**config.mk**
```make
export PLATFORM = sky130hd
export DESIGN_NAME = lru_key_value_cache
export DESIGN_NICKNAME = d
export VERILOG_FILES = /design/src/rtl/core/lkv_pkg.sv /design/src/rtl/core/lkv_cell.sv /design/src/rtl/core/lru_key_value_cache.sv
export SDC_FILE = /design/constraint.sdc
export NUM_CORES = 1
export LEC_CHECK = 0
export BUFFER_PORTS_ARGS = -buffer_cell sky130_fd_sc_hd__buf_2
export CAP_MARGIN = 20
export CORE_MARGIN = 2
export CORE_UTILIZATION = 35
export DETAILED_ROUTE_END_ITERATION = 8
export PLACE_DENSITY = 0.46
export SYNTH_ARGS = -nofsm -noshare
export SYNTH_HDL_FRONTEND = slang
export SYNTH_SLANG_ARGS = --single-unit
```
**constraint.sdc**
```tcl
create_clock -name clk -period 9.1 [get_ports clk]
set_input_delay 2.73 -clock clk [delete_from_list [all_inputs] [get_ports clk]]
set_output_delay 2.73 -clock clk [all_outputs]
set_load 0.005 [all_outputs]
```
**src/rtl/core/lkv_pkg.sv**
```systemverilog
// Shared widths, operation codes and cell types for the LRU key-value cache.
package lkv_pkg;

    localparam int KEY_W = 32;
    localparam int VAL_W = 31;
    localparam int MODE_W = 2;

    localparam logic [MODE_W-1:0] MODE_SEARCH = 2'd0;
    localparam logic [MODE_W-1:0] MODE_INSERT = 2'd1;
    localparam logic [MODE_W-1:0] MODE_REMOVE = 2'd2;

    typedef struct packed {
        logic             valid;
        logic [KEY_W-1:0] key;
        logic [VAL_W-1:0] value;
    } entry_t;

    typedef struct packed {
        logic shift_down_all;
        logic shift_down_to_hit;
        logic shift_up_from_hit;
    } ctl_t;

endpackage

```
**src/rtl/core/lkv_cell.sv**
```systemverilog
// One recency-ordered cell of the LRU cache: holds a key-value pair and shifts with neighbors.
module lkv_cell
    import lkv_pkg::*;
(
    input  logic             clk,
    input  logic             rst_n,
    input  ctl_t             ctl,
    input  logic [KEY_W-1:0] op_key,
    input  entry_t           prev_entry,
    input  entry_t           next_entry,
    input  logic             seen_in,
    output logic             seen_out,
    output logic             match,
    output entry_t           entry
);

    logic             valid_reg;
    logic             valid_next;
    logic [KEY_W-1:0] key_reg;
    logic [KEY_W-1:0] key_next;
    logic [VAL_W-1:0] value_reg;
    logic [VAL_W-1:0] value_next;
    logic             load_prev;
    logic             load_next;

    assign match    = valid_reg && (key_reg == op_key);
    assign seen_out = seen_in | match;

    // Shift toward the tail (every cell, or up to the hit), or pull up from the tail past it.
    assign load_prev = ctl.shift_down_all | (ctl.shift_down_to_hit & ~seen_in);
    assign load_next = ctl.shift_up_from_hit & (seen_in | match);

    always_comb
    begin
        valid_next = valid_reg;
        key_next   = key_reg;
        value_next = value_reg;
        if (load_prev)
        begin
            valid_next = prev_entry.valid;
            key_next   = prev_entry.key;
            value_next = prev_entry.value;
        end
        else if (load_next)
        begin
            valid_next = next_entry.valid;
            key_next   = next_entry.key;
            value_next = next_entry.value;
        end
    end

    always_ff @(posedge clk or negedge rst_n)
    begin
        if (!rst_n)
            valid_reg <= 1'b0;
        else
            valid_reg <= valid_next;
    end

    always_ff @(posedge clk)
    begin
        key_reg   <= key_next;
        value_reg <= value_next;
    end

    assign entry = '{valid: valid_reg, key: key_reg, value: value_reg};

endmodule

```
**src/rtl/core/lru_key_value_cache.sv**
```systemverilog
// Top level of the LRU key-value cache: operation register, cell chain and result register.
//
//  channel | direction | handshake          | payload
//  --------+-----------+--------------------+--------------------------
//  in      | receive   | in_valid / in_stall   | mode, key, value_in
//  out     | send      | out_valid / out_stall | hit, value_out
//
// Each accepted word waits in the operation register and executes against the
// cell chain once the result register can take it, landing in the result register
// at the edge that ends that cycle. The chain executes one operation per cycle, so
// back-to-back words sustain one word per cycle while the result is not stalled.
// Reset empties the cache (all cell valid bits clear) and both word registers.
// A stalled result holds the operation register; in_stall rises while it is full and cannot execute.
//
// The cells are kept in recency order: cell 0 is most recent and valid cells
// are packed at the head. A search or insert hit moves its word to the head;
// a new insert shifts every cell one step toward the tail and drops the tail
// (the LRU victim when full); a remove pulls cells behind the hit one step forward.
module lru_key_value_cache
    import lkv_pkg::*;
#(
    parameter int CAPACITY = 8
)
(
    input  logic              clk,
    input  logic              rst_n,
    input  logic              in_valid,
    output logic              in_stall,
    input  logic [MODE_W-1:0] mode,
    input  logic [KEY_W-1:0]  key,
    input  logic [VAL_W-1:0]  value_in,
    output logic              out_valid,
    input  logic              out_stall,
    output logic              hit,
    output logic [VAL_W-1:0]  value_out
);

    // Operation register
    logic              op_valid_reg;
    logic [MODE_W-1:0] op_mode_reg;
    logic [KEY_W-1:0]  op_key_reg;
    logic [VAL_W-1:0]  op_value_reg;

    // Result register
    logic              out_valid_reg;
    logic              hit_reg;
    logic [VAL_W-1:0]  value_out_reg;
    logic              hit_next;
    logic [VAL_W-1:0]  value_out_next;

    logic              fire;
    logic              accept;
    logic              is_search;
    logic              is_insert;
    logic              is_remove;
    logic              any_hit;
    logic [VAL_W-1:0]  match_value;
    ctl_t              ctl;
    entry_t            front_entry;
    entry_t            empty_entry;

    entry_t            cell_entry [CAPACITY];
    entry_t            down_bus   [CAPACITY];
    entry_t            up_bus     [CAPACITY];
    logic              seen       [CAPACITY+1];
    logic [CAPACITY-1:0] match_vec;
    logic [CAPACITY-1:0] valid_vec;

    // Execute when an operation waits and the result register frees up this cycle.
    assign fire     = op_valid_reg && (!out_valid_reg || !out_stall);
    assign in_stall = op_valid_reg && !fire;
    assign accept   = in_valid && !in_stall;

    assign is_search = (op_mode_reg == MODE_SEARCH);
    assign is_insert = (op_mode_reg == MODE_INSERT);
    assign is_remove = (op_mode_reg == MODE_REMOVE);

    assign seen[0] = 1'b0;
    assign any_hit = seen[CAPACITY];

    always_comb
    begin
        match_value = '0;
        for (int i = 0; i < CAPACITY; i++)
        begin
            if (match_vec[i])
                match_value = match_value | cell_entry[i].value;
        end
    end

    // Head word: the hit moves to the front keeping its value, a miss brings the new pair.
    assign front_entry = '{valid: 1'b1, key: op_key_reg,
                           value: any_hit ? match_value : op_value_reg};
    assign empty_entry = '{valid: 1'b0, key: '0, value: '0};

    assign ctl.shift_down_all    = fire && is_insert && !any_hit;
    assign ctl.shift_down_to_hit = fire && (is_search || is_insert) && any_hit;
    assign ctl.shift_up_from_hit = fire && is_remove && any_hit;

    genvar g;
    generate
        for (g = 0; g < CAPACITY; g++)
        begin : g_cell
            if (g == 0)
            begin : g_head
                assign down_bus[g] = front_entry;
            end
            else
            begin : g_body
                assign down_bus[g] = cell_entry[g-1];
            end

            if (g == CAPACITY - 1)
            begin : g_tail
                assign up_bus[g] = empty_entry;
            end
            else
            begin : g_inner
                assign up_bus[g] = cell_entry[g+1];
            end

            lkv_cell u_cell (
                .clk        (clk),
                .rst_n      (rst_n),
                .ctl        (ctl),
                .op_key     (op_key_reg),
                .prev_entry (down_bus[g]),
                .next_entry (up_bus[g]),
                .seen_in    (seen[g]),
                .seen_out   (seen[g+1]),
                .match      (match_vec[g]),
                .entry      (cell_entry[g])
            );

            assign valid_vec[g] = cell_entry[g].valid;
        end
    endgenerate

    // Value goes out only on a search hit; an unused mode reports a miss.
    always_comb
    begin
        hit_next       = any_hit && (is_search || is_insert || is_remove);
        value_out_next = (is_search && any_hit) ? match_value : '0;
    end

    always_ff @(posedge clk or negedge rst_n)
    begin
        if (!rst_n)
        begin
            op_valid_reg  <= 1'b0;
            out_valid_reg <= 1'b0;
        end
        else
        begin
            if (accept)
                op_valid_reg <= 1'b1;
            else if (fire)
                op_valid_reg <= 1'b0;

            if (fire)
                out_valid_reg <= 1'b1;
            else if (!out_stall)
                out_valid_reg <= 1'b0;
        end
    end

    always_ff @(posedge clk)
    begin
        if (accept)
        begin
            op_mode_reg  <= mode;
            op_key_reg   <= key;
            op_value_reg <= value_in;
        end
        if (fire)
        begin
            hit_reg       <= hit_next;
            value_out_reg <= value_out_next;
        end
    end

    assign out_valid = out_valid_reg;
    assign hit       = hit_reg;
    assign value_out = value_out_reg;

    // Valid cells stay packed at the head of the chain.
    assert property (@(posedge clk) disable iff (!rst_n)
        $onehot({1'b0, valid_vec} + {{CAPACITY{1'b0}}, 1'b1}))
        else $error("valid cells not packed at head");

    // The pending operation's key matches at most one valid cell.
    assert property (@(posedge clk) disable iff (!rst_n)
        op_valid_reg |-> $onehot0(match_vec))
        else $error("key present in more than one cell");

    // A remove that hits frees exactly one cell.
    assert property (@(posedge clk) disable iff (!rst_n)
        (fire && is_remove && any_hit) |=>
        ($countones(valid_vec) + 1 == $past($countones(valid_vec))))
        else $error("remove hit did not free one cell");

    // A nonzero value only comes with a hit.
    assert property (@(posedge clk) disable iff (!rst_n)
        (out_valid_reg && (value_out_reg != '0)) |-> hit_reg)
        else $error("value reported without hit");

endmodule
```
# After elaboration in Yosys (flattened, before gate mapping)
# Cells that the tools add are included.
[totals] ff_bits=611 out_inout_bits=34 wordCells=184
[op_classes] n_eq_ne=11 muxes=61 bitwise_logic=44 reduce_logical=37
[op_table] op="$mux 31" count=25
[op_table] op="$mux 32" count=16
[op_table] op="$eq 32x32->1" count=8
[op_table] op="$or 31x31->31" count=7
[op_table] op="$mux 1" count=20
[op_table] op="$logic_and 1x1->1" count=19
[op_table] op="$reduce_bool 2->1" count=9
[op_table] op="$and 1x1->1" count=15
[op_table] op="$or 1x1->1" count=15
[op_table] op="$not 1->1" count=7
[op_table] op="$logic_not 1->1" count=5
[op_table] op="$logic_or 1x1->1" count=3
[op_table] op="$eq 2x1->1 const B" count=1
[op_table] op="$eq 2x2->1 const B" count=1
[op_table] op="$logic_not 2->1" count=1
[op_table] op="$ne 2x1->1 const B" count=1

# Depth between registers and ports, before layout
[logic_depth] depth_word=19 ltp_mapped=13 mapped_depth_nobuf=8

# Cells and area by module
# Synthesis repeated with hierarchy kept, for this count alone.
[unflattened] hier_cells=1950 area_unflattened_um2=29857.4
[by_module_without_submodules] module="lkv_cell" n_inst=8 cells_each=194 area_per_inst_um2=3119.2 seq_area_each_um2=1916.8
[by_module_without_submodules] module="lru_key_value_cache" n_inst=1 cells_each=398 area_per_inst_um2=4903.5 seq_area_each_um2=2962.8

# Worst setup path after synthesis
# Ideal clock, no wire load.
[synth_path] kind="input-to-reg" start="input port out_stall" end="register g_cell[0].u_cell.key_reg[0] (enable)" setup_ns=0.572 arrival_ns=8.461 t_required_ns=8.528 slack_ns=0.067 stages=5 cell_sequence="nand2_1 -> nand2_1 -> inv_1 -> nand3b_1 -> o21ai_0"
[synth_via] elab_chain_cells=7 elab_cells_between_ends=12
[synth_lines] element="from (decl)" line_no="lru_key_value_cache.sv:33" rtl="input logic out_stall,"
[synth_lines] element="$logic_not 1->1 (*)"
[synth_lines] element="$logic_or 1x1->1 (*)" line_no="lru_key_value_cache.sv:70" rtl="assign fire = op_valid_reg && (!out_valid_reg || !out_stall);"
[synth_lines] element="$logic_and 1x1->1 (*)" line_no="lru_key_value_cache.sv:70"
[synth_lines] element="via fire" line_no="lru_key_value_cache.sv:51" rtl="logic fire;"
[synth_lines] element="$logic_and 1x1->1 (on tied branches) (2 in a row)" line_no="lru_key_value_cache.sv:98, lru_key_value_cache.sv:96, lru_key_value_cache.sv:97"
[synth_lines] element="$and 1x1->1 / $or 1x1->1 (equally long branches)" line_no="lkv_cell.sv:31, lkv_cell.sv:30"
[synth_lines] element="$reduce_bool 2->1 (no source line) (*)"
[synth_lines] element="to (signal assigned)" line_no="lkv_cell.sv:62" rtl="key_reg <= key_next;"
[synth_lines] element="to (decl)" line_no="lkv_cell.sv:19" rtl="logic [KEY_W-1:0] key_reg;"
# The timed path passes the listed nets; every way through them passes the cells marked *.
# A chain may end at the register's enable or synchronous reset.

# Worst setup path after layout
[layout_path] start="register op_key_reg[15]" end="register g_cell[5].u_cell.key_reg[0] (enable)"
[layout_via] elab_chain_cells=13 elab_cells_between_ends=32
[layout_lines] element="from (decl)" line_no="lru_key_value_cache.sv:41" rtl="logic [KEY_W-1:0] op_key_reg;"
[layout_lines] element="from (signal assigned)" line_no="lru_key_value_cache.sv:172" rtl="op_key_reg <= key;"
[layout_lines] element="$eq 32x32->1" line_no="lkv_cell.sv:26" rtl="assign match = valid_reg && (key_reg == op_key);"
[layout_lines] element="$logic_and 1x1->1" line_no="lkv_cell.sv:26"
[layout_lines] element="$or 1x1->1 (4 in a row)" line_no="lkv_cell.sv:27" rtl="assign seen_out = seen_in | match;"
[layout_lines] element="$or 1x1->1" line_no="lkv_cell.sv:27, lkv_cell.sv:31"
[layout_lines] element="$or 1x1->1 (2 in a row)" line_no="lkv_cell.sv:27"
[layout_lines] element="$logic_and 1x1->1 / $logic_not 1->1 (equally long branches)" line_no="lru_key_value_cache.sv:97, lru_key_value_cache.sv:96"
[layout_lines] element="$and 1x1->1 / $logic_and 1x1->1 (equally long branches)" line_no="lkv_cell.sv:30, lru_key_value_cache.sv:96"
[layout_lines] element="$or 1x1->1" line_no="lkv_cell.sv:30" rtl="assign load_prev = ctl.shift_down_all | (ctl.shift_down_to_hit & ~seen_in);"
[layout_lines] element="$reduce_bool 2->1 (no source line) (*)"
[layout_lines] element="to (signal assigned)" line_no="lkv_cell.sv:62"
[layout_lines] element="to (decl)" line_no="lkv_cell.sv:19"
# Every way passes the cells marked *; elsewhere a longest branch is shown, timed or not.

==> results_dict.tcl <==
set metrics [dict create \
    status "complete, no violations" \
    syn_area_per_cell_sq_um 14.46 \
    critPathMaxFanout 35 \
    core_sq_um 82370 \
    hold_buffers 0 \
    synth_edf_count 601 \
    die_y_um 292.8 \
    fin_cells 3226 \
    synthFlopType "edfxtp_1" \
    reg2reg_from "op_key_reg[15]" \
    cp-endpoint "g_cell[5].u_cell.key_reg[0]" \
    cts_tree "built" \
    hpwl_um 61550 \
    cpMaxStageDelayCell "nor2b_4" \
    via_per_inst 5.596 \
    mappedNetlistNets 2087 \
    critPathTopFamily "simple AND/OR/NAND/NOR gates" \
    arrival_ns 6.86 \
    grt_pass1_vias 18310 \
    min_period_ns 6.623 \
    clock_skew_ns 0.02433 \
    crit_type "register to register" \
    final-max-slew-violation-count 0 \
    regArea_sq_um 18300 \
    slew_headroom_pct 23.43 \
    cp-end-kind "register" \
    final_common_cell "edfxtp_1" \
    worstReg2RegEnd "g_cell[5].u_cell.key_reg[0]" \
    dieArea_sq_um 85720 \
    gp_congestion 0.9146 \
    initialDrtViolationCount 1976 \
    drc_errors 0 \
    powerDensity_nw_per_um2 202.6 \
    clock_path_buffers 3 \
    drt-total-wl_um 98290 \
    antenna_found_initial 3 \
    synth_area_leaders "edfxtp_1 62%, mux2_2 12%, xnor2_1 4.8%" \
    synthesis.instances 2018 \
    clk_latency_ns 0.62 \
    drt-pass1-iter-count 5 \
    drtAntennaViolNets 0 \
    numClockSinks 611 \
    critical_path.max_stage_delay_ns 0.99 \
    cts_resized 0 \
    post-route-period-util_pct 72.78 \
    cts_setup_buffers 0 \
    min-delay-path-class "register to register" \
    r2r_cells 10 \
    htreeDepth 3 \
    cp-start-kind "register" \
    start_util_pct 35.43 \
    routedWlPerCell_um 30.47 \
    dp.cells 3097 \
    gr-total-overflow 0 \
    p_leak_nw 10.81 \
    path_cells "xor2_1 > nor4_1 > nand4_1 > nor3_2 > buf_4 > nor2_1 > a211oi_4 > nor2b_4 > or2_4 > buf_4" \
    setup_tns_ns 0 \
    worstPathRequired_ns 9.34 \
    crit_path_start "op_key_reg[15]" \
    vdd_ir_drop_max_mv 0.1211 \
    synth_cell_type_count 51 \
    vias 18050 \
    synth_top_area_cell "edfxtp_1" \
    netlist_area_sq_um 29190 \
    largest_reg_flops 256 \
    yosys_warnings 0 \
    ioPinCount 103 \
    rsz0062_at_grt "false" \
    critPathBufInv 2 \
    grt_start_max_net_pins 57 \
    ys_seq_area_share_pct 62.69 \
    synth_top_area_share_pct 61.83 \
    rows 105 \
    grt_pass1_wl_um 139300 \
    multi_input_area_sq_um 10420 \
    cts_buffers 72 \
    crit_top_cell "buf_4" \
    fmax_mhz 151.0 \
    area_growth_pct 13.73 \
    async_flop_share_pct 1.637 \
    die_w_um 292.8 \
    drv_cap 0 \
    hold_viol 0 \
    grt_use_total_pct 22.81 \
    finalSetupViolCount 0 \
    synth-seq-cells 611 \
    worst_pin_slew_ns 1.149 \
    cts_root_buffer "clkbuf_16" \
    layout.nets 2171 \
    crit_cells 10 \
    drive_gt1_share_pct 27.67 \
    clk_pin_slew_ns 0.07 \
    layout_common_cells "601 x edfxtp_1, 317 x mux2_2, 159 x xnor2_1" \
    numPortBuffers 102 \
    rrSetupSlack_ns 2.48 \
    fillers 7591 \
]
synth_stat cells (2+ instances only):
cell type and number:
a2111oi_0 2, a21oi_1 3, a221oi_1 31, a22o_1 31, a22oi_1 62, a31oi_1 35
and2_1 64, and3_1 39, buf_1 6, buf_2 64, buf_4 2, buf_6 5
clkbuf_1 53, dfrtp_1 10, edfxtp_1 601, inv_1 6, mux2_1 67, mux2_2 317
mux2i_1 3, nand2_1 142, nand2b_1 4, nand3_1 18, nand4_1 46, nand4b_1 5
nor2_1 70, nor3_1 13, nor4_1 29, nor4b_1 3, o21ai_0 6, or2_2 5
or4_1 3, xnor2_1 159, xor2_1 96
layer usage:
metal	share of wire [%]	routed length, um	track usage, %	vias up
met1	45	44570	32.54	9387
met4	2.0	2007	5.466	0
met5	0	0	0	-
met2	45	43780	34.69	687
li1	-	-	-	7849
met3	8.1	7928	5.835	131
report_power, final:
group	internal (mW)	total [mW]	switching (mW)	leakage [nW]
combinational	0.196	0.520	0.324	4.00
clock	1.64	2.86	1.22	1.13
sequential	3.23	3.34	0.116	5.68
total	5.07	6.73	1.66	10.8
cell families after synthesis:
family	count (synthesis)	synth area share (%)
flops	611	62.69
xor+xnor	255	7.652
simple gates	449	7.849
buf+inv	136	2.178
mux	387	14.92
compound gates	180	4.711
metrics by stage:
| stage | utilization (%) | hold WS, ns | instance area, sq um | worst slack (ns) | total power, mW |
|---|---|---|---|---|---|
| floorplan | - | 0.4564 | 29190 | 0.06721 | 3.668 |
| global placement | 37.46 | 0.5305 | 30860 | 2.068 | 3.911 |
| detailed placement | 37.49 | 0.5291 | 30880 | 1.983 | 3.917 |
| CTS | 40.27 | 0.5442 | 33170 | 2.419 | 6.787 |
| global route | 40.29 | 0.5779 | 33190 | 2.207 | 6.938 |
| finish | 40.30 | 0.5491 | 33190 | 2.477 | 6.726 |
final cells by class:
type | instances | area share [%]
diodes | 2 | 0.01508
repair buffers | 140 | 2.495
multi-input cells | 1271 | 31.38
well taps | 1070 | 4.033
clock inverters | 46 | 1.300
clock buffers | 80 | 5.582
inverters | 6 | 0.06785
flip-flops and latches | 611 | 55.12
worst min-delay path by stage:
stage	from	endpoint	slack, ns	cells past startpoint
floorplan	op_valid_reg	out_valid	0.46	1
global placement	g_cell[7].u_cell.valid_reg	g_cell[7].u_cell.valid_reg	0.53	2
detailed placement	op_valid_reg	out_valid	0.53	1
CTS	op_valid_reg	out_valid	0.54	1
global route	op_valid_reg	out_valid	0.58	1
finish	op_valid_reg	out_valid	0.55	1
No activity file was read; power rests on OpenSTA's default activity.
